### config.mk
export PLATFORM = sky130hd
export DESIGN_NAME = cv3_chan_div
export DESIGN_NICKNAME = d
export VERILOG_FILES = /design/src/cv3_pkg.sv /design/src/cv3_chan_div.sv
export SDC_FILE = /design/constraint.sdc
export NUM_CORES = 1
export LEC_CHECK = 0
export BUFFER_PORTS_ARGS = -buffer_cell sky130_fd_sc_hd__clkbuf_2
export CORE_ASPECT_RATIO = 2
export CORE_MARGIN = 3
export CORE_UTILIZATION = 50
export DETAILED_ROUTE_END_ITERATION = 8
export PLACE_DENSITY = 0.74
export REMOVE_ABC_BUFFERS = 1
export SLEW_MARGIN = 20
export SYNTH_ARGS = -nofsm -noshare
export SYNTH_HDL_FRONTEND = slang
export SYNTH_SLANG_ARGS = --single-unit
### constraint.sdc
create_clock -name vclk -period 6
set_input_delay 0 -clock vclk [all_inputs]
set_output_delay 0 -clock vclk [all_outputs]
set_load 0.03 [all_outputs]
### src/cv3_pkg.sv
`timescale 1ns / 1ps

package cv3_pkg;

    // Frame geometry limits.
    localparam int MAX_WIDTH  = 1024;
    localparam int MAX_HEIGHT = 1024;
    localparam int ADDR_W     = $clog2(MAX_WIDTH);
    localparam int ROW_W      = $clog2(MAX_HEIGHT);
    localparam int SIZE_W     = 11;

    // Pixel and arithmetic widths.
    localparam int CH_W   = 8;
    localparam int PIX_W  = 3 * CH_W;
    localparam int ACC_W  = 13;
    localparam int MAG_W  = ACC_W - 1;

    // Reciprocals for exact truncating division of values below 4096.
    localparam int RECIP_SHIFT = 15;
    localparam int RECIP_NINE  = 3641;
    localparam int RECIP_THREE = 10923;
    localparam int MULT_W      = 14;

    // Configuration register indexes.
    typedef enum logic [1:0] {
        CFG_WIDTH  = 2'd0,
        CFG_HEIGHT = 2'd1,
        CFG_KERNEL = 2'd2,
        CFG_GRAY   = 2'd3
    } t_cfg_index;

    // Kernel codes; codes above pass-through also pass pixels through.
    typedef enum logic [2:0] {
        K_SMOOTH  = 3'd0,
        K_BLUR    = 3'd1,
        K_SHARPEN = 3'd2,
        K_MEAN    = 3'd3,
        K_EMBOSS  = 3'd4,
        K_PASS    = 3'd5
    } t_kernel;

    // One column of the 3x3 window: upper, middle and lower row.
    typedef struct packed {
        logic [PIX_W-1:0] top;
        logic [PIX_W-1:0] mid;
        logic [PIX_W-1:0] bot;
    } t_column;

    // Per-request bookkeeping carried along the pipeline.
    typedef struct packed {
        logic [ROW_W-1:0]  row;
        logic [ADDR_W-1:0] col;
        logic              emit_win;
        logic              emit_upper;
        logic              emit_cur;
        logic              frame_end;
        logic              interior;
    } t_meta;

endpackage

### src/cv3_chan_div.sv
`timescale 1ns / 1ps

module cv3_chan_div (
    input  cv3_pkg::t_kernel                 i_kernel,
    input  logic signed [cv3_pkg::ACC_W-1:0] i_acc,
    output logic [cv3_pkg::CH_W-1:0]         o_val
);
    import cv3_pkg::*;

    localparam int PROD_W = MAG_W + MULT_W;

    logic [MAG_W-1:0]  s_mag;
    logic [MULT_W-1:0] s_recip;
    logic [PROD_W-1:0] s_prod;
    logic [MAG_W-1:0]  s_quot;

    assign s_mag   = i_acc[MAG_W-1:0];
    assign s_recip = (i_kernel == K_SHARPEN) ? MULT_W'(RECIP_THREE) : MULT_W'(RECIP_NINE);
    assign s_prod  = PROD_W'(s_mag) * PROD_W'(s_recip);

    // Divide by 9, 16 or 3 (exact for non-negative sums), or by 1.
    always_comb begin
        case (i_kernel) inside
            K_SMOOTH, K_SHARPEN: s_quot = MAG_W'(s_prod[PROD_W-1:RECIP_SHIFT]);
            K_BLUR:              s_quot = s_mag >> 4;
            default:             s_quot = s_mag;
        endcase
    end

    // Negative results clamp to zero, large ones to full scale.
    always_comb begin
        if (i_acc < 0) begin
            o_val = '0;
        end else if (s_quot > MAG_W'(255)) begin
            o_val = '1;
        end else begin
            o_val = s_quot[CH_W-1:0];
        end
    end

endmodule

==> results.md <==
- Final setup vio count: 0
- Die width: 68.0 µm
- Area growth syn-to-layout: 5.69%
- Vias per inst: ~5.6
- Start-to-end type of the worst setup path: input port to output pin
- Sequential share of the synthesized area: 0%
- Non-Filler Instances: around 530
- Tcrit/Tclk final: between 90% and 100%
- Net Sw Frac: 60.1%
- Hold Path Class: input port to output pin
- Maximum vdd drop: 0.236 mV
- Min cycle time layout: 5.71 ns
- Placer Congestion: 0.934
- Gr usage total: 23.0%
- Least-Margin Pin Slew: 0.809 ns
- Max-cap viol count: 0
- # diodes: 0
- Post-cts sizing count: 0
- Clock network fraction of total power: 0%
- Hold_sp: i_acc[12]
- Max Slew Vio Count: 0
- Total core area: 7380 µm²
- Hold Buf Count CTS: 0
- Syn Std Cell Area: 3840 µm²
- Hpwl dp: 8460 µm
- End of the worst hold path: o_val[5]
- Hold path depth: 3
- # rows: 44
- CP startpoint kind: input port
- Post-Route Setup TNS: 0 ns
- Sequential Power Share: 0%
- First-pass GRT wire length: 15200 µm
- Power Dens Cells: 339 nW/µm²
- First-pass detailed-route iteration total: 4
- Most used cell, CP: fa_1
- Outcome: finished clean
- Logic pwr share: 100.0%
- Vias: 2965
- Largest net degree at the start of global routing: 27
- Total Wirelength: 9210 µm
- Buf+Inv Stages, Crit Path: 7
- Area share of the largest cell type after synthesis: 32.8%
- I/O pin total: 24
- Most common cell after layout, fill and taps aside: inv_1
- Seq_cells: 0
- Die height: 130 µm
- Grt total ovfl: 0
- Port-buffer cells: 24
- Antenna Nets Post-Route: 0
- Synth unique cells: 56
- Post-DP Area: 4060 µm²
- Layout clock buffer count: 0
- Slew headroom: 45.8%
- CP Data Arrival Time: 5.71 ns
- Fin Hold WS: 0.494 ns
- FF/Latch Area: 0 µm²
- Setup bufs post-CTS: 0
- Syn_area_per_cell: 9.15 µm²
- DRC: 0
- Share of cells above drive strength 1: under 10%
- Dpl cells: 531
- Final Hold Viols: 0
- Die area: 8840 µm²
- Crit-path max cell delay: 0.56 ns
- Dominant cells by area after synthesis: fa_1 (33%), ha_1 (27%), inv_1 (12%), mux2i_1 (2.9%), a21o_1 (2.0%)
- Endpoint class of the critical path: output pin
- Worst-path cell chain: clkbuf_2, nor3b_4, buf_6, nor2b_1, fa_1, inv_1, fa_1, inv_1, fa_1, fa_1, inv_1, fa_1, inv_1, ha_1, nand4_1, a21oi_1, nand3b_1, o31a_1, nor3b_1, o21ai_0, o21ai_1, clkbuf_2
- First DRT Iteration DRCs: 75
- Switching power: 0.829 mW
- Leak: 2.29 nW
- Number of global-route vias before repair: 3224
- Starting Density: 52.1%
- CP required: 6.00 ns
- RSZ-0062 raised after global routing: false
- Max Clk Rate: 175 MHz
- Top Family by Delay on Critical Path: adder cells
- Maximum fanout along the worst path: 26
- Synth warn: 0
- Antenna violations before repair: 0
- Leading area contributor after synthesis: fa_1
- Power, Total: about 1.4 mW
- Mapped Cells: 420
- Fin area: ~4100 µm²
- CP max stage cell: fa_1
- WL/cell: 17.3 µm
- Most frequent cells in the layout: inv_1 (120), ha_1 (82), fa_1 (63)
- Cell internal pwr: approximately 0.55 mW
- Fin nets: 602
## per-layer routing
| layer | global-route usage, % | share of wire (%) | up-vias |
|---|---|---|---|
| met5 | 0 | 0 | - |
| met2 | 41.9 | 55 | 73 |
| li1 | - | - | 1404 |
| met4 | 15.4 | 9.4 | 0 |
| met1 | 24.2 | 33 | 1446 |
| met3 | 1.46 | 2.4 | 42 |
## cell families (layout without fill, tap and decap cells)
family	count (synthesis)	count (layout)	synth area share, %
adder cells (fa/ha/maj)	145	145	59.5
AO/OA/AOI/OAI	58	58	12.3
multiplexers	11	11	2.86
buffers and inverters	127	146	12.7
AND/OR/NAND/NOR	73	73	11.4
XOR/XNOR	6	6	1.37
## Yosys cell counts, types with 2 or more instances
cell / instances
a21oi_1: 7
inv_1: 120
o21a_1: 2
nor2_1: 6
nor2b_1: 12
nand2_1: 14
o21ai_1: 5
and3_1: 2
a2111oi_0: 2
o311ai_1: 2
xnor2_1: 3
nor3_1: 3
o21ai_0: 6
a21o_1: 10
nor3b_1: 5
ha_1: 82
or4_1: 2
o211ai_1: 3
and2_1: 10
o22a_1: 2
mux2i_1: 11
or3_1: 4
clkbuf_1: 4
xor2_1: 3
a31oi_1: 3
nand4_1: 3
fa_1: 63
a211oi_1: 2
nand3_1: 2
## area by class of cell
| class | instances | area (µm²) |
|---|---|---|
| fill | 709 | 3310 |
| tap | 92 | 115 |
| inverter | 121 | 454 |
| timing repair buffer | 25 | 131 |
| multi-input combinational | 293 | 3360 |
## worst max path at each step
stage | startpoint | end | slack (ns) | depth (start not counted)
5_1_grt | i_kernel[2] | o_val[3] | 0.0006 | 22
3_5_place_dp | i_kernel[2] | o_val[7] | 0.23 | 22
6_report | i_kernel[2] | o_val[7] | 0.29 | 22
2_1_floorplan | i_kernel[2] | o_val[7] | 0.60 | 19
3_3_place_gp | i_kernel[2] | o_val[7] | 0.32 | 22
4_1_cts | i_kernel[2] | o_val[7] | 0.23 | 22
## through the flow
step | util (%) | setup WS (ns)
CTS | 55.0 | 0.229
global route | 55.1 | 0.000650
finish | 55.1 | 0.292
global placement | 55.0 | 0.319
detailed placement | 55.0 | 0.235
floorplan | - | 0.595
## power by group through the flow
stage                     combinational [mW]  clock [mW]  sequential [mW]
after global placement                  1.35           0                0
after global routing                    1.54           0                0
after floorplan                         1.02           0                0
after detailed placement                1.38           0                0
after CTS                               1.39           0                0
final                                   1.38           0                0
Power figures use the tool's default switching activity.
