### src/cv3_pkg.sv
`timescale 1ns / 1ps

package cv3_pkg;

    // Frame geometry limits.
    localparam int MAX_WIDTH  = 1024;
    localparam int MAX_HEIGHT = 1024;
    localparam int ADDR_W     = $clog2(MAX_WIDTH);
    localparam int ROW_W      = $clog2(MAX_HEIGHT);
    localparam int SIZE_W     = 11;

    // Pixel and arithmetic widths.
    localparam int CH_W   = 8;
    localparam int PIX_W  = 3 * CH_W;
    localparam int ACC_W  = 13;
    localparam int MAG_W  = ACC_W - 1;

    // Reciprocals for exact truncating division of values below 4096.
    localparam int RECIP_SHIFT = 15;
    localparam int RECIP_NINE  = 3641;
    localparam int RECIP_THREE = 10923;
    localparam int MULT_W      = 14;

    // Configuration register indexes.
    typedef enum logic [1:0] {
        CFG_WIDTH  = 2'd0,
        CFG_HEIGHT = 2'd1,
        CFG_KERNEL = 2'd2,
        CFG_GRAY   = 2'd3
    } t_cfg_index;

    // Kernel codes; codes above pass-through also pass pixels through.
    typedef enum logic [2:0] {
        K_SMOOTH  = 3'd0,
        K_BLUR    = 3'd1,
        K_SHARPEN = 3'd2,
        K_MEAN    = 3'd3,
        K_EMBOSS  = 3'd4,
        K_PASS    = 3'd5
    } t_kernel;

    // One column of the 3x3 window: upper, middle and lower row.
    typedef struct packed {
        logic [PIX_W-1:0] top;
        logic [PIX_W-1:0] mid;
        logic [PIX_W-1:0] bot;
    } t_column;

    // Per-request bookkeeping carried along the pipeline.
    typedef struct packed {
        logic [ROW_W-1:0]  row;
        logic [ADDR_W-1:0] col;
        logic              emit_win;
        logic              emit_upper;
        logic              emit_cur;
        logic              frame_end;
        logic              interior;
    } t_meta;

endpackage

### src/cv3_chan_acc.sv
`timescale 1ns / 1ps

module cv3_chan_acc (
    input  cv3_pkg::t_kernel                   i_kernel,
    input  logic [8:0][cv3_pkg::CH_W-1:0]      i_win,
    output logic signed [cv3_pkg::ACC_W-1:0]   o_acc
);
    import cv3_pkg::*;

    logic signed [ACC_W-1:0] s_v [9];
    logic signed [ACC_W-1:0] s_corners;
    logic signed [ACC_W-1:0] s_edges;
    logic signed [ACC_W-1:0] s_sum9;

    always_comb begin
        for (int i = 0; i < 9; i++) begin
            s_v[i] = ACC_W'($unsigned(i_win[i]));
        end
    end

    // Shared partial sums of the window.
    assign s_corners = s_v[0] + s_v[2] + s_v[6] + s_v[8];
    assign s_edges   = s_v[1] + s_v[3] + s_v[5] + s_v[7];
    assign s_sum9    = s_corners + s_edges + s_v[4];

    // Kernel weighting before the divide.
    always_comb begin
        case (i_kernel)
            K_SMOOTH:  o_acc = s_sum9;
            K_BLUR:    o_acc = s_corners + (s_edges <<< 1) + (s_v[4] <<< 2);
            K_SHARPEN: o_acc = (s_v[4] <<< 3) + (s_v[4] <<< 1) + s_v[4] - (s_edges <<< 1);
            K_MEAN:    o_acc = (s_v[4] <<< 3) + (s_v[4] <<< 1) - s_sum9;
            K_EMBOSS:  o_acc = s_v[1] - s_v[7];
            default:   o_acc = s_v[4];
        endcase
    end

endmodule

### config.mk
export PLATFORM = sky130hd
export DESIGN_NAME = cv3_chan_acc
export DESIGN_NICKNAME = d
export VERILOG_FILES = /design/src/cv3_pkg.sv /design/src/cv3_chan_acc.sv
export SDC_FILE = /design/constraint.sdc
export NUM_CORES = 1
export LEC_CHECK = 0
export BUFFER_PORTS_ARGS = -buffer_cell sky130_fd_sc_hd__buf_2
export CORE_MARGIN = 2
export CORE_UTILIZATION = 35
export DETAILED_ROUTE_END_ITERATION = 10
export GPL_TIMING_DRIVEN = 0
export SYNTH_ARGS = -nofsm -noshare
export SYNTH_HDL_FRONTEND = slang
export SYNTH_SLANG_ARGS = --single-unit
export TNS_END_PERCENT = 10
### constraint.sdc
create_clock -name vclk -period 11.8
set_input_delay 2.36 -clock vclk [all_inputs]
set_output_delay 2.36 -clock vclk [all_outputs]
set_load 0.02 [all_outputs]
==> flow_summary.ini, run 1 <==
[final_layout]
regArea_sq_um = 0
area_growth_pct = 13.2
clkbuf_count = 0
fin_cells = 908
nets = 943
seq_cell_count = 0
fill_cells = 1483
diodes = 0
layout-drive-gt1-share_pct = 14.1

[sta]
min_period_ns = 10.95
setup_viol = 0
maxSlewHeadroom_pct = 44.4
hold_viol = 0
slew_violations = 0
fmax_ghz = 0.0913
rsz0062_at_grt = false
tns_ns = 0
finalCritPeriodShare_pct = 92.8
tightest_slew_ns = 0.830

[global_routing]
grt_pass1_wl_um = 20300
grt_usage_pct = 16.5
grt-ovfl-total = 0
use_met2_pct = 28.3
grt.busiest_layer = met2
gr-usage-met1_pct = 23.8
grt_max_degree = 11
use_met3_pct = 0.549
antenna_found_initial = 0
grt_pass1_vias = 4205

[placed_design]
io_buffer_count = 87
place_inst = 908
dp_hpwl_um = 11000
globalplace.congestion = 0.885

[drt]
wl_per_cell_um = 13.6
routed_wl_um = 12300
viasPerCell = 5.00
drt_pre_antenna_iters = 5
final_antenna_net_count = 0
drc = 0
drt_first_iter_violations = 269
dr_total_vias = 4542

[floorplanning]
core_sq_um = 13900
rows = 43
die_h_um = 124
die_x_um = 124
die_area_sq_um = 15300
initial_core_util_pct = 36.0
num_io_pins = 88

[synthesis]
synthCells = 641
yosys_warnings = 0
seq_area_frac_synth_pct = 0
synth_top_cells_by_area = fa_1 24%, ha_1 19%, inv_1 11%, xnor2_1 4.7%, o21ai_0 4.2%
syn_nets = 854
yosysTopAreaCell = fa_1
ys_top_cells_by_count = 141 x inv_1, 77 x ha_1, 61 x fa_1
ys_types = 55
synth_top_area_share_pct = 24.4
synth_area_sq_um = 5010
yosysMostFrequentCell = inv_1
avgSynthCellArea_sq_um = 7.82

[run_status]
status = complete, no violations

[setup_path]
cpPeakStageDelay_ns = 0.51
worstPathRequired_ns = 9.44
worst-path-buf-inv = 6
end_kind = output port
start_kind = input pin
cp-startpoint = i_win[9]
critPathArrivalTime_ns = 8.59
crit_type = in2out
cp.depth = 30
critical-path-slowest-cell = fa_1
cp_top_family = adder cells
cp-endpoint = o_acc[10]
crit_fanout = 6

[worst_hold_path]
hold_class = in2out
whs_path_depth = 4

[cts]
postCtsHoldBufs = 0
cts_resized = 0
post_cts_buffers = 0

[job]
cap_violations = 0
metal layers:
layer / routed length (um) / vias up
met1: 5930 / 2087
met5: 0 / -
met3: 461 / 12
met4: 146 / 0
li1: - / 2344
met2: 5790 / 99
worst min path at each step:
stage	startpoint	to	slack (ns)
CTS	i_win[35]	o_acc[3]	5.23
detailed placement	i_win[35]	o_acc[3]	5.23
global placement	i_win[35]	o_acc[3]	5.22
finish	i_win[39]	o_acc[7]	5.22
global route	i_win[39]	o_acc[7]	5.26
floorplan	i_win[39]	o_acc[7]	4.90
cell families (layout without fill, tap and decap cells):
group	Yosys count	in the layout	share of synthesized area (%)
AOI/OAI and AO/OA	175	175	23.5
buffers and inverters	151	238	11.4
adders and majority gates	138	138	43.6
and+or+nand+nor	125	125	12.3
xor gates and xnor gates	47	47	8.21
muxes	5	5	1.07
cells in the final DEF (no fill, tap or decap), types with 6 or more instances in the layout:
cell type  count
o21ai_0       42
inv_1        141
o21a_1        12
ha_1          77
a21o_1        18
o211ai_1       7
nand2_1       28
nor3_1        10
clkbuf_1       8
xnor2_1       27
o31a_1         6
xor2_1        20
fa_1          61
a211oi_1      11
nor2b_1       13
buf_2         89
o21bai_1       6
nand2b_1      11
a21oi_1       33
nor2_1        38
nand3_1        6
final cells by class:
cell class	instances	area (sq um)	share of cell area, %
multi-input combinational	490	4440	78.3
buffer	10	40.0	0.706
timing repair buffer	87	435	7.68
tap	180	225	3.97
inverter	141	529	9.33
stage by stage:
stage               cell area, sq um  utilization (%)  hold slack (ns)  worst slack [ns]
finish                          5670             40.7             5.22             0.849
global route                    5670             40.7             5.26             0.317
CTS                             5670             40.7             5.23             0.854
detailed placement              5670             40.7             5.23             0.877
global placement                5670             40.7             5.22             0.935
floorplan                       5010                -             4.90              1.75
worst min-delay path, delay by kind of cell:
family,cells,cell delay [ns]
compound gates,1,0.07
simple gates,1,0.11
buf+inv,2,0.32
Power of run 1 is not shown: default switching activity piles up to over one toggle a cycle in this logic, so the estimate is an artifact.
==> inputs of run 2 (changes only) <==
--- a/config.mk
+++ b/config.mk
@@ -5,6 +5,7 @@
 export SDC_FILE = /design/constraint.sdc
 export NUM_CORES = 1
 export LEC_CHECK = 0
+export ABC_AREA = 1
 export BUFFER_PORTS_ARGS = -buffer_cell sky130_fd_sc_hd__buf_2
 export CORE_MARGIN = 2
 export CORE_UTILIZATION = 35
==> flow_summary.ini, run 2 <==
[sta]
slew_violations = 0
hold_viol = 0
min_period_ns = 10.67
fmax_ghz = 0.0937
rsz0062_at_grt = false
tightest_slew_ns = 0.943
setup_viol = 0
worst_slack_ns = 1.13
maxSlewHeadroom_pct = 36.3
finalCritPeriodShare_pct = 90.4
tns_ns = 0

[synthesis]
yosysTopAreaCell = fa_1
yosys_warnings = 0
synthAdderAreaFrac_pct = 39.8
synthCells = 871
synthSimpleGateAreaFrac_pct = 31.6
synth_mux_area_share_pct = 0
ys_types = 42
syn_nets = 1084
synth_compound_area_share_pct = 10.3
synth_top_family_by_area = adder cells
synth_top_cells_by_area = fa_1 22%, ha_1 18%, nand2_1 15%, inv_1 14%, nand3_1 7.2%
synth_top_area_share_pct = 22.2
ys_top_cells_by_count = 219 x nand2_1, 212 x inv_1, 79 x nand3_1
synth_area_sq_um = 5490
avgSynthCellArea_sq_um = 6.30
yosysMostFrequentCell = nand2_1
seq_area_frac_synth_pct = 0
synthXorXnorAreaFrac_pct = 3.03

[setup_path]
critical-path-slowest-cell = fa_1
crit_fanout = 5
end_kind = output port
start_kind = input pin
worstPathRequired_ns = 9.44
crit_type = in2out
cpPeakStageDelay_ns = 0.56
worst-path-buf-inv = 7
cp_top_family = adder cells
critPathArrivalTime_ns = 8.31
cp.depth = 29

[final_layout]
layout.cells.most_common = nand2_1
regArea_sq_um = 0
layout-drive-gt1-share_pct = 12.6
mostFrequentLayoutCells = 219 x nand2_1, 212 x inv_1, 89 x buf_2
area_growth_pct = 12.8
nets = 1174
seq_cell_count = 0
diodes = 0
clkbuf_count = 0

[floorplanning]
rows = 45
core_sq_um = 15300
initial_core_util_pct = 36.0
die_area_sq_um = 16700
die_h_um = 129
num_io_pins = 88
die_x_um = 129

[drt]
viasPerCell = 4.78
drt_first_iter_violations = 374
routed_wl_um = 15500
wl_per_cell_um = 13.3
drc = 0
final_antenna_net_count = 0
drt_pre_antenna_iters = 9
dr_total_vias = 5587

[worst_hold_path]
hold_class = in2out
hold_path.startpoint = i_win[39]
hold_end = o_acc[7]
whs_path_depth = 4

[global_routing]
grt_pass1_wl_um = 25400
grt_max_degree = 11
grt_pass1_vias = 5431
antenna_found_initial = 0
grt_usage_pct = 19.1
grt-ovfl-total = 0

[cts]
postCtsHoldBufs = 0
cts_resized = 0
post_cts_buffers = 0

[placed_design]
dp_hpwl_um = 14100
io_buffer_count = 88
globalplace.congestion = 0.909
pre_cts_ws_ns = 1.15

[run_status]
status = complete, no violations

[job]
cap_violations = 0
[run 2: worst max-delay path by stage]
stage / startpoint / to / slack, ns
final: i_win[9] / o_acc[10] / 1.13
after global routing: i_win[9] / o_acc[10] / 0.70
after CTS: i_win[9] / o_acc[10] / 1.13
after detailed placement: i_win[9] / o_acc[10] / 1.15
after global placement: i_win[9] / o_acc[10] / 1.14
after floorplan: i_win[1] / o_acc[10] / 2.25
[run 2: logic make-up after synthesis]
logic type / Yosys count
adder cells (fa/ha/maj): 138
AND/OR/NAND/NOR: 395
AO/OA/AOI/OAI: 95
buffers and inverters: 224
XOR/XNOR: 19
[run 2: cell type report]
type | count | area [sq um]
multi-input cells | 647 | 4650
plain buffers | 1 | 5.00
repair buffers | 88 | 440
inverters | 223 | 837
fillers | 1669 | 9060
well taps | 211 | 264
[run 2: per-layer routing]
metal	vias up	share of wire, %	GRT usage [%]
li1	2903	-	-
met1	2528	48	26.0
met2	139	46	34.3
met3	17	4.0	0.248
met4	0	2.1	3.45
met5	-	0	0
[run 2: per-stage QoR]
step / hold slack (ns) / instance area [sq um] / utilization (%) / cells
floorplan: 4.93 / 5490 / - / 871
global placement: 5.23 / 6200 / 40.6 / 1170
detailed placement: 5.23 / 6200 / 40.6 / 1170
CTS: 5.23 / 6200 / 40.6 / 1170
global route: 5.28 / 6200 / 40.6 / 1170
finish: 5.24 / 6200 / 40.6 / 1170
Power of run 2 is left out for the same reason.
==> inputs of run 3 (changes only) <==
--- a/config.mk
+++ b/config.mk
@@ -6,7 +6,7 @@
 export NUM_CORES = 1
 export LEC_CHECK = 0
 export ABC_AREA = 1
-export BUFFER_PORTS_ARGS = -buffer_cell sky130_fd_sc_hd__buf_2
+export BUFFER_PORTS_ARGS = -buffer_cell sky130_fd_sc_hd__clkbuf_2
 export CORE_MARGIN = 2
 export CORE_UTILIZATION = 35
 export DETAILED_ROUTE_END_ITERATION = 10
==> flow_summary.ini, run 3 (synthesis gave the netlist of run 2 again) <==
[drt]
wl_per_cell_um = 13.0
drt_pre_antenna_iters = 5
drt_first_iter_violations = 322
final_antenna_net_count = 0
routed_wl_um = 15200
drc = 0
viasPerCell = 4.73
dr_total_vias = 5537

[global_routing]
grt_pass1_vias = 5278
antenna_found_initial = 0
grt_pass1_wl_um = 24900
grt_max_degree = 11
grt-ovfl-total = 0
grt_usage_pct = 18.6

[setup_path]
cpPeakStageDelay_ns = 0.56
critical-path-slowest-cell = fa_1
critPathArrivalTime_ns = 8.13
worstPathRequired_ns = 9.44
end_kind = output port
crit_type = in2out
start_kind = input pin
crit_fanout = 5

[cts]
post_cts_buffers = 0
cts_resized = 0
postCtsHoldBufs = 0

[final_layout]
nets = 1174
fill_cells = 1731
regArea_sq_um = 0
layout.cells.most_common = nand2_1
diodes = 0
area_growth_pct = 12.8
final_cell_area_sq_um = 6200
layout-drive-gt1-share_pct = 12.6
mostFrequentLayoutCells = 219 x nand2_1, 212 x inv_1, 88 x clkbuf_2
clkbuf_count = 0
seq_cell_count = 0

[sta]
finalCritPeriodShare_pct = 88.9
maxSlewHeadroom_pct = 37.0
setup_viol = 0
rsz0062_at_grt = false
slew_violations = 0
tns_ns = 0
tightest_slew_ns = 0.933
fmax_ghz = 0.0953
hold_viol = 0
min_period_ns = 10.49

[job]
cap_violations = 0

[floorplanning]
rows = 45
die_h_um = 129
core_sq_um = 15300
die_area_sq_um = 16700
initial_core_util_pct = 36.0
num_io_pins = 88
die_x_um = 129

[placed_design]
placed_area_sq_um = 6200
io_buffer_count = 88
dp_hpwl_um = 13900
globalplace.congestion = 0.887

[run_status]
status = complete, no violations

[worst_hold_path]
hold_class = in2out
==> run 3: path summary, 6_finish.rpt <==
check	startpoint	to	slack [ns]	cells after the start
max	i_win[9]	o_acc[10]	1.31	29
min	i_win[39]	o_acc[7]	5.26	4
==> run 3: per-layer routing <==
metal	routed length, um	track usage (%)	vias to the layer above	share of wire, %
li1	-	-	2903	-
met1	7390	26.7	2497	49
met2	6830	31.8	123	45
met3	719	0.537	14	4.7
met4	297	3.13	0	1.9
met5	0	0	-	0
==> run 3: worst max-delay path, delay by kind of cell <==
kind            cells  cell delay [ns]
fa+ha+maj           7             2.71
buf+inv             7             0.60
compound gates      3             0.69
xor+xnor            2             0.79
simple gates       10             0.96
==> run 3: layout make-up <==
cell class,instances,area [sq um],area share [%]
plain buffers,1,5.00,0.0808
inverters,223,837,13.5
multi-input cells,647,4650,75.0
well taps,211,264,4.26
repair buffers,88,440,7.11
==> run 3: stage by stage <==
stage	hold WS, ns	worst slack, ns	utilization, %	std cells
finish	5.26	1.31	40.6	1170
global placement	5.26	1.28	40.6	1170
detailed placement	5.26	1.29	40.6	1170
global route	5.29	0.864	40.6	1170
CTS	5.26	1.28	40.6	1170
floorplan	4.93	2.25	-	871
Power of run 3 is left out for the same reason.
