### config.mk
export PLATFORM = sky130hd
export DESIGN_NAME = cv3_cell
export DESIGN_NICKNAME = d
export VERILOG_FILES = /design/src/cv3_pkg.sv /design/src/cv3_cell.sv
export SDC_FILE = /design/constraint.sdc
export NUM_CORES = 1
export LEC_CHECK = 0
export BUFFER_PORTS_ARGS = -buffer_cell sky130_fd_sc_hd__buf_2
export CAP_MARGIN = 25
export CELL_PAD_IN_SITES_DETAIL_PLACEMENT = 0
export CELL_PAD_IN_SITES_GLOBAL_PLACEMENT = 1
export CORE_MARGIN = 2
export CORE_UTILIZATION = 35
export DETAILED_ROUTE_END_ITERATION = 10
export GPL_ROUTABILITY_DRIVEN = 0
export PLACE_DENSITY = 0.94
export SETUP_SLACK_MARGIN = 0.4
export SLEW_MARGIN = 20
export SYNTH_ARGS = -nofsm -noshare
export SYNTH_HDL_FRONTEND = slang
export SYNTH_SLANG_ARGS = --single-unit
### constraint.sdc
create_clock -name i_clk -period 0.9 [get_ports i_clk]
set_clock_uncertainty 0.15 [all_clocks]
set_input_delay 0.225 -clock i_clk [delete_from_list [all_inputs] [get_ports i_clk]]
set_output_delay 0.225 -clock i_clk [all_outputs]
set_load 0.005 [all_outputs]
### src/cv3_pkg.sv
`timescale 1ns / 1ps

package cv3_pkg;

    // Frame geometry limits.
    localparam int MAX_WIDTH  = 1024;
    localparam int MAX_HEIGHT = 1024;
    localparam int ADDR_W     = $clog2(MAX_WIDTH);
    localparam int ROW_W      = $clog2(MAX_HEIGHT);
    localparam int SIZE_W     = 11;

    // Pixel and arithmetic widths.
    localparam int CH_W   = 8;
    localparam int PIX_W  = 3 * CH_W;
    localparam int ACC_W  = 13;
    localparam int MAG_W  = ACC_W - 1;

    // Reciprocals for exact truncating division of values below 4096.
    localparam int RECIP_SHIFT = 15;
    localparam int RECIP_NINE  = 3641;
    localparam int RECIP_THREE = 10923;
    localparam int MULT_W      = 14;

    // Configuration register indexes.
    typedef enum logic [1:0] {
        CFG_WIDTH  = 2'd0,
        CFG_HEIGHT = 2'd1,
        CFG_KERNEL = 2'd2,
        CFG_GRAY   = 2'd3
    } t_cfg_index;

    // Kernel codes; codes above pass-through also pass pixels through.
    typedef enum logic [2:0] {
        K_SMOOTH  = 3'd0,
        K_BLUR    = 3'd1,
        K_SHARPEN = 3'd2,
        K_MEAN    = 3'd3,
        K_EMBOSS  = 3'd4,
        K_PASS    = 3'd5
    } t_kernel;

    // One column of the 3x3 window: upper, middle and lower row.
    typedef struct packed {
        logic [PIX_W-1:0] top;
        logic [PIX_W-1:0] mid;
        logic [PIX_W-1:0] bot;
    } t_column;

    // Per-request bookkeeping carried along the pipeline.
    typedef struct packed {
        logic [ROW_W-1:0]  row;
        logic [ADDR_W-1:0] col;
        logic              emit_win;
        logic              emit_upper;
        logic              emit_cur;
        logic              frame_end;
        logic              interior;
    } t_meta;

endpackage

### src/cv3_cell.sv
`timescale 1ns / 1ps

module cv3_cell (
    input  logic             i_clk,
    input  logic             i_shift,
    input  cv3_pkg::t_column i_col,
    output cv3_pkg::t_column o_col
);
    import cv3_pkg::*;

    t_column r_col;

    // Take the column from the right-hand neighbor on every shift.
    always_ff @(posedge i_clk) begin
        if (i_shift) begin
            r_col <= i_col;
        end
    end

    assign o_col = r_col;

endmodule

==> impl_summary.txt, run 1 <==
----------------------------------------------------
[Power and ir drop]
  Static leakage power ... about 1.6 nW
  Part of the total power dissipated in the clock network ... 0.296
  PwrDens ... approximately 1900 nW/um^2
  Net Switching ... roughly 1.4 mW
  Share of total power consumed by net switching ... 0.208
  Share of power burned in registers ... 0.595
  Fraction of power consumed by combinational cells ... 0.109
  Max VDD drop ... roughly 1.1 mV
  Cell internal pwr ... 5.38 mW

[Logic synthesis]
  Number of synthesized register bits ... just over 70
  Number of distinct standard cells referenced by the synthesized netlist ... 1
  Post-synth top area share ... 1.00
  Net count after synthesis ... between 100 and 150
  Largest cells by area after synthesis ... edfxtp_1 (100%)
  Per-instance average area after synthesis ... 30.0 um^2
  Warnings from Yosys ... 0
  Yosys top cell by area ... edfxtp_1
  Cell area after technology mapping ... about 2200 um^2
  Proportion of synthesized chip area in sequential cells ... 1.00
  Syn Inst Count ... 72

[Worst setup path]
  Cell family with most CP delay ... flip-flops
  Endpoint type of the worst setup path ... output pin
  WP buf/inv ... 1
  Required time at the worst-slack endpoint ... between 0.5 and 0.6 ns
  Library cell contributing the largest single delay on the critical path ... edfxtp_1
  Kind of start point of the critical path ... flop
  Critical Path, Cell by Cell ... buf_2
  Crit-path max cell delay ... ~0.4 ns
  Max Fanout on Critical Path ... 1
  Classification of the worst setup path ... reg2out
  Data arrival at the endpoint of the critical path ... 0.85 ns

[STA]
  Final hold violation count ... 72
  Count of pins over their slew limit ... 0
  Top achievable clock speed ... 0.816 GHz
  Number of endpoints failing setup at the final stage ... 72
  Slew at the pin with the worst max-slew slack ... 0.0984 ns
  Fin crit period ... 1.23 ns
  Final setup TNS ... -20.90 ns
  Min Hold Slack ... -0.0810 ns
  Final Worst Setup Slack ... -0.325 ns
  Max-slew headroom at the worst pin ... 0.934
  Setup repair after global routing missed its margin ... yes
  Part of the cycle the worst path needs ... 1.36

[Floorplanning]
  Die area ... about 7000 um^2
  Die height ... about 83 um
  Count of pins on the block boundary ... between 100 and 150
  Initial core utilization ... 0.363
  Core area ... approximately 6000 um^2
  Row Count ... 28
  X dimension of the die ... between 80 and 90 um

[Placement]
  # placed instances ... ~300
  Port buffer count ... between 100 and 150
  DPL Wire Length ... about 3500 um

[Global route]
  Maximum number of pins on one net before global-route repair ... 12
  Overflow left after global routing ... 0
  Number of global-route vias before repair ... between 1000 and 1500
  Wire length of the first global-routing pass ... 7220 um
  Antenna violations before repair ... 2
  GRT Resource Usage Total ... 0.157

[Clocking]
  Clock-pin slew on the worst setup and hold paths ... approximately 0.070 ns
  CTS H-tree depth ... 3
  Cell chosen for the clock root ... clkbuf_8
  Number of buffers between clock root and the deepest sink ... 2
  TritonCTS buffer count ... 9
  Number of sinks driven by the clock tree ... between 70 and 80
  TritonCTS clock tree ... built

[Layout]
  Fraction of final layout cells sized beyond drive strength 1 ... 0.708
  Final nets ... ~320
  Number of combinational gates with multiple inputs ... 0
  Non-filler instance count after layout ... 326
  Area growth from synthesis to layout ... 64.9%
  Area of the multi-input gates ... 0 um^2
  Flip-flop count of the largest register, all copies and words added ... between 70 and 80
  Share of the core filled with cells ... 0.599
  Number of fillers in the final layout ... roughly 500
  Sequential cell area ... roughly 2200 um^2

[Drt]
  Remaining number of nets flagged by the antenna check after routing ... 0
  Detail-routed net length per standard cell ... 16.1 um
  First-iteration detailed-routing DRC count ... 62
  Number of iterations in the first detailed-routing pass ... 6
  Number of remaining DRC errors ... 0
  Via density ... roughly 4.2
  DRT Wirelength ... roughly 5300 um
  Via count ... approximately 1400

[Job]
  Max Cap Viol ... 0

[Outcome]
  Violated checks ... hold timing, setup timing
  Outcome ... finished, violations left

[Worst hold path]
  Worst min path class ... in2reg

----------------------------------------------------
## cells by family after synthesis
logic type,count (synthesis),synth area share
DFF,72,1.00
## cells in the mapped netlist, drive strengths merged
master / instances
edfxtp: 72
## layer usage
| metal | vias to the layer above | share of wire | global-route usage |
|---|---|---|---|
| met2 | 82 | 0.52 | 0.258 |
| met1 | 632 | 0.34 | 0.162 |
| li1 | 649 | - | - |
| met5 | - | 0.0025 | 0 |
| met4 | 2 | 0.019 | 0.0803 |
| met3 | 11 | 0.12 | 0.0870 |
## layout by cell type, fill, tap and decap left out
master and instances:
buf_12 5, buf_16 10, buf_2 144, buf_6 4, buf_8 1, clkbuf_8 9
clkinv_1 1, clkinv_2 3, clkinvlp_4 1, diode_2 1, edfxtp_1 72
## layout make-up
class / count / area share
timing repair buffer: 164 / 0.324
clock buffer: 9 / 0.0347
tap: 75 / 0.0263
antenna: 1 / 0.000702
clock inverter: 5 / 0.00737
sequential: 72 / 0.607
## worst paths after layout
kind,from,endpoint,slack [ns],cells after the start
max,o_col[30],o_col[30],-0.33,1
min,i_col[6],o_col[6],-0.08,1
## what timing repair did
action	4_1_cts	5_1_grt
endpoints found under the hold margin	72	72
gates resized for setup	22	1
buffers inserted	7	1
endpoints found under the setup margin	144	144
gates cloned	8	0
## per-stage QoR
step	worst slack [ns]	hold WS (ns)	total power, mW	cell area (um^2)
after detailed placement	-0.179	0.253	4.66	3030
after global routing	-0.370	-0.103	7.08	3560
after CTS	-0.341	-0.0990	6.86	3540
after global placement	-0.161	0.252	4.62	3030
final	-0.325	-0.0810	6.79	3560
after floorplan	0.170	0.174	4.16	2160
## power groups by stage
| stage | clock network (mW) | logic (mW) | registers, mW |
|---|---|---|---|
| 2_1_floorplan | 0 | 0 | 4.16 |
| 3_3_place_gp | 0 | 0.522 | 4.10 |
| 3_5_place_dp | 0 | 0.543 | 4.11 |
| 4_1_cts | 2.08 | 0.740 | 4.04 |
| 5_1_grt | 2.21 | 0.806 | 4.07 |
| 6_report | 2.01 | 0.739 | 4.04 |
Note: power is estimated with default switching activity, not from simulation.
==> inputs of run 2 (changes only) <==
Settings changed: CELL_PAD_IN_SITES_DETAIL_PLACEMENT 0 to 1.
==> run 2 against run 1 <==
Compared with the run above: the flow still finishes with violations (hold timing, setup timing); worst hold slack lost 0.012 ns; sequential share of layout area is essentially flat; setup slack lost 0.024 ns; global-route usage grew 2.3 points; final cell count is the same; non-clock buffer count shrank 2; via count grew 3.3%; total power grew 6.3%; critical path depth is the same; first-iteration DRC count shrank 34%; wire length grew 15%; sequential cell count is the same; critical path type unchanged; highest routed layer unchanged.
==> impl_summary.txt, run 2 (same netlist as run 1, synthesis figures left out) <==
----------------------------------------------------
[Outcome]
  Outcome ... finished, violations left
  Violated checks ... hold timing, setup timing

[Placement]
  DPL Wire Length ... 3880 um (+10%)
  # placed instances ... 295 (unchanged)
  Port buffer count ... 145 (unchanged)
  DP Area ... 3030 um^2 (unchanged)

[Global route]
  Wire length of the first global-routing pass ... 8430 um (+17%)
  Overflow left after global routing ... 0 (unchanged)
  GRT Resource Usage Total ... 0.180 (+0.0231)
  Maximum number of pins on one net before global-route repair ... 12 (unchanged)
  Antenna violations before repair ... 2 (unchanged)
  Number of global-route vias before repair ... 1621 (+15%)

[Drt]
  Number of iterations in the first detailed-routing pass ... 5 (-1)
  Detail-routed net length per standard cell ... 18.5 um (+15%)
  DRT Wirelength ... 6020 um (+15%)
  Remaining number of nets flagged by the antenna check after routing ... 0 (unchanged)
  First-iteration detailed-routing DRC count ... 41 (-34%)
  Via count ... 1421 (+3.3%)
  Number of remaining DRC errors ... 0 (unchanged)
  Via density ... 4.36 (+3.3%)

[Power and ir drop]
  Static leakage power ... 1.55 nW (about the same)
  Max VDD drop ... 1.10 mV (+1.6%)
  PwrDens ... 2030 nW/um^2 (+6.4%)

[STA]
  Final setup TNS ... -22.28 ns (-1.38 ns)
  Top achievable clock speed ... 0.801 GHz (-1.9%)
  Max-slew headroom at the worst pin ... 0.929 (-0.00543)
  Final Worst Setup Slack ... -0.349 ns (-0.0240 ns)
  Slew at the pin with the worst max-slew slack ... 0.107 ns (+0.00814 ns)
  Count of pins over their slew limit ... 0 (unchanged)
  Min Hold Slack ... -0.0930 ns (-0.0120 ns)
  Final hold violation count ... 72 (unchanged)
  Part of the cycle the worst path needs ... 1.39 (+0.0266)
  Setup repair after global routing missed its margin ... yes
  Number of endpoints failing setup at the final stage ... 72 (unchanged)
  Fin crit period ... 1.25 ns (+0.0240 ns)

[Clocking]
  Cell chosen for the clock root ... clkbuf_8
  CTS H-tree depth ... 3 (unchanged)
  TritonCTS buffer count ... 9 (unchanged)
  Clock-pin slew on the worst setup and hold paths ... 0.08 ns (about the same)
  Number of buffers between clock root and the deepest sink ... 2 (unchanged)
  Number of sinks driven by the clock tree ... 72 (unchanged)
  TritonCTS clock tree ... built

[Worst setup path]
  Endpoint type of the worst setup path ... output pin
  Critical Path, Cell by Cell ... buf_2
  Max Fanout on Critical Path ... 1 (unchanged)
  Library cell contributing the largest single delay on the critical path ... edfxtp_1
  Data arrival at the endpoint of the critical path ... 0.87 ns (+0.02 ns)
  Cell family with most CP delay ... flip-flops
  Crit-path max cell delay ... 0.39 ns (about the same)
  Classification of the worst setup path ... reg2out
  WP buf/inv ... 1 (unchanged)
  Kind of start point of the critical path ... flop
  Required time at the worst-slack endpoint ... 0.52 ns (about the same)

[Layout]
  Non-filler instance count after layout ... 326 (unchanged)
  Number of combinational gates with multiple inputs ... 0 (unchanged)
  Area growth from synthesis to layout ... 64.8% (about the same)
  Final nets ... 319 (-0.62%)
  Fraction of final layout cells sized beyond drive strength 1 ... 0.696 (-0.0120)
  Area of the multi-input gates ... 0 um^2 (unchanged)
  Post-route design area ... 3560 um^2 (about the same)
  Number of fillers in the final layout ... 586 (+17%)
  Most common cell after layout, fill and taps aside ... buf_2
  Flip-flop count of the largest register, all copies and words added ... 72 (unchanged)
  Highest-count cells in the layout ignoring fill and taps ... buf_2 (144), edfxtp_1 (72), buf_16 (10)

[Worst hold path]
  Hold Crit Endpoint ... o_col[32]
  Worst min path class ... in2reg
  Hold Path Depth ... 1 (unchanged)
  Launch point of the worst hold path ... i_col[32]

[Floorplanning]
  Core area ... 5960 um^2 (unchanged)
  Count of pins on the block boundary ... 146 (unchanged)
  Die area ... 6820 um^2 (unchanged)
  Row Count ... 28 (unchanged)
  Initial core utilization ... 0.363 (unchanged)
  X dimension of the die ... 82.6 um (unchanged)
  Die height ... 82.6 um (unchanged)

[Job]
  Max Cap Viol ... 0 (unchanged)

----------------------------------------------------
-- run 2: metrics by stage --
stage,power [mW],util,worst slack (ns),hold WS (ns)
after global placement,4.62,0.509,-0.161,0.252
after CTS,7.24,0.598,-0.355,-0.0994
after detailed placement,4.67,0.509,-0.179,0.254
final,7.22,0.598,-0.349,-0.0930
after floorplan,4.16,-,0.170,0.174
after global routing,7.43,0.598,-0.376,-0.101
-- run 2: power by group --
group	leakage [nW]	switching, mW	internal, mW
registers	0.705	0.0620	3.98
logic	0.756	0.299	0.443
clock network	0.0922	1.18	1.26
-- run 2: layout make-up --
type / count / area [um^2] / area share
antenna: 1 / 2.50 / 0.000702
timing repair buffer: 162 / 1120 / 0.316
tap: 75 / 93.8 / 0.0263
sequential: 72 / 2160 / 0.607
clock inverter: 5 / 47.5 / 0.0133
clock buffer: 11 / 131 / 0.0369
-- run 2: repair_timing --
action,CTS,global route
endpoints found under the setup margin,144,144
hold endpoints to repair,72,72
gates resized for setup,19,0
setup buffers,7,0
cloned,7,0
-- run 2: worst max path at each step --
stage                   start   endpoint  slack [ns]  cells after the start
finish              o_col[14]  o_col[14]       -0.35                      1
global route         o_col[9]   o_col[9]       -0.38                      1
detailed placement    i_shift  o_col[19]       -0.18                      2
CTS                 o_col[14]  o_col[14]       -0.36                      1
floorplan            o_col[0]   o_col[0]        0.17                      0
global placement      i_shift  o_col[55]       -0.16                      2
-- run 2: routing by layer --
metal,GRT usage,wire length (um)
met3,0.0761,600
met1,0.171,1960
met5,0,7
met2,0.327,3270
met4,0.0967,168
==> inputs of run 3 (changes only) <==
Settings changed: ABC_AREA from default to 1, CORE_UTILIZATION 35 to 32, HOLD_SLACK_MARGIN from default to 0.12, PLACE_DENSITY 0.94 to 0.88.
Clock period 0.9 ns to 1.42 ns, I/O delays scaled along.
==> run 3 against run 2 <==
Compared with the run above: the flow now finishes without violations; final cell count fell by 4.3%; largest power group unchanged; utilization fell by 9.8 points; die area rose by 8.9%; first-iteration DRC count rose by 56%; worst hold slack improved by 0.13 ns.
==> impl_summary.txt, run 3 (same netlist as run 1, synthesis figures left out) <==
----------------------------------------------------
[Worst setup path]
  Crit-path max cell delay ... 0.39 ns (about the same)
  Classification of the worst setup path ... reg2out
  Data arrival at the endpoint of the critical path ... 0.86 ns (about the same)
  Cell family with most CP delay ... flip-flops
  Kind of start point of the critical path ... flop
  Critical Path, Cell by Cell ... buf_2
  Library cell contributing the largest single delay on the critical path ... edfxtp_1
  WP buf/inv ... 1 (unchanged)
  Endpoint type of the worst setup path ... output pin
  Worst setup path startpoint ... o_col[47]
  Max Fanout on Critical Path ... 1 (unchanged)
  Required time at the worst-slack endpoint ... 0.91 ns (+0.39 ns)

[Power and ir drop]
  Power consumption ... 4.57 mW (-37%)
  Static leakage power ... 1.40 nW (-10%)
  Max VDD drop ... 0.963 mV (-12%)
  PwrDens ... 1420 nW/um^2 (-30%)

[Floorplanning]
  Row Count ... 29 (+3.6%)
  Core area ... 6460 um^2 (+8.4%)
  Initial core utilization ... 0.335 (-0.0283)
  Die height ... 86.2 um (+4.4%)
  Die area ... 7430 um^2 (+8.9%)
  Count of pins on the block boundary ... 146 (unchanged)
  X dimension of the die ... 86.2 um (+4.4%)

[Global route]
  GRT Resource Usage Total ... 0.136 (-0.0442)
  Antenna violations before repair ... 2 (unchanged)
  Number of global-route vias before repair ... 1425 (-12%)
  Overflow left after global routing ... 0 (unchanged)
  Wire length of the first global-routing pass ... 7270 um (-14%)
  Maximum number of pins on one net before global-route repair ... 37 (+25)

[Layout]
  Fraction of final layout cells sized beyond drive strength 1 ... 0.679 (-0.0165)
  Number of fillers in the final layout ... 660 (+13%)
  Share of the core filled with cells ... 0.500 (-0.0985)
  Area growth from synthesis to layout ... 49.2%
  Number of combinational gates with multiple inputs ... 0 (unchanged)
  Most common cell after layout, fill and taps aside ... buf_2
  Sequential cell area ... 2160 um^2 (unchanged)
  Post-route design area ... 3230 um^2 (-9.4%)
  Final nets ... 304 (-4.7%)
  Flip-flop count of the largest register, all copies and words added ... 72 (unchanged)
  Non-filler instance count after layout ... 312 (-4.3%)
  Area of the multi-input gates ... 0 um^2 (unchanged)
  Highest-count cells in the layout ignoring fill and taps ... buf_2 (145), edfxtp_1 (72), clkbuf_8 (9)

[Drt]
  Detail-routed net length per standard cell ... 16.4 um (-11%)
  First-iteration detailed-routing DRC count ... 64 (+56%)
  Via density ... 4.28 (-1.8%)
  Via count ... 1336 (-6.0%)
  Remaining number of nets flagged by the antenna check after routing ... 0 (unchanged)
  DRT Wirelength ... 5120 um (-15%)
  Number of iterations in the first detailed-routing pass ... 4 (-1)
  Number of remaining DRC errors ... 0 (unchanged)

[Clocking]
  TritonCTS clock tree ... built
  Buffer count from post-CTS setup fixing ... 0 (-7)
  Quantity of gates resized following cts ... 0 (-19)
  Cell chosen for the clock root ... clkbuf_8
  CTS H-tree depth ... 3 (unchanged)
  Number of buffers between clock root and the deepest sink ... 2 (unchanged)
  TritonCTS buffer count ... 9 (unchanged)
  Number of sinks driven by the clock tree ... 72 (unchanged)
  Clock-pin slew on the worst setup and hold paths ... 0.07 ns (about the same)

[STA]
  Fin crit period ... ~1.4 ns
  Final setup TNS ... 0 ns (+22.28 ns)
  Top achievable clock speed ... 0.732 GHz
  Slew at the pin with the worst max-slew slack ... 0.199 ns (+0.0921 ns)
  Final Worst Setup Slack ... 0.0532 ns (+0.402 ns)
  Min Hold Slack ... 0.0375 ns (+0.130 ns)
  Setup repair after global routing missed its margin ... yes
  Part of the cycle the worst path needs ... 0.963
  Count of pins over their slew limit ... 0 (unchanged)
  Max-slew headroom at the worst pin ... 0.868 (-0.0614)
  Number of endpoints failing setup at the final stage ... 0 (-100%)
  Final hold violation count ... 0 (-100%)

[Placement]
  Port buffer count ... 145 (unchanged)
  Placement Setup Slack ... 0.212 ns (+0.391 ns)
  DP Area ... 3020 um^2 (-0.17%)
  # placed instances ... 296 (+0.34%)

[Outcome]
  Outcome ... finished clean

[Worst hold path]
  Launch point of the worst hold path ... i_col[53]
  Worst min path class ... in2reg

[Job]
  Max Cap Viol ... 0 (unchanged)

----------------------------------------------------
-- run 3: power breakdown --
group          internal, mW  total, mW  switching [mW]
Clock                 0.966       1.67           0.702
Sequential             2.52       2.56          0.0385
Combinational         0.182      0.338           0.156
-- run 3: routing by layer --
metal	vias up	global-route usage	part of all wire
met5	-	0	0.0029
li1	608	-	-
met3	10	0.0952	0.13
met1	626	0.131	0.34
met2	90	0.229	0.51
met4	2	0.0483	0.014
-- run 3: final timing paths --
kind	end	slack (ns)	depth (start not counted)
max	o_col[47]	0.05	1
min	o_col[53]	0.04	1
-- run 3: cell type report --
type | count | area share
antenna | 1 | 0.000775
timing repair buffer | 147 | 0.237
clock buffer | 10 | 0.0396
clock inverter | 5 | 0.0225
sequential | 72 | 0.670
tap | 77 | 0.0299
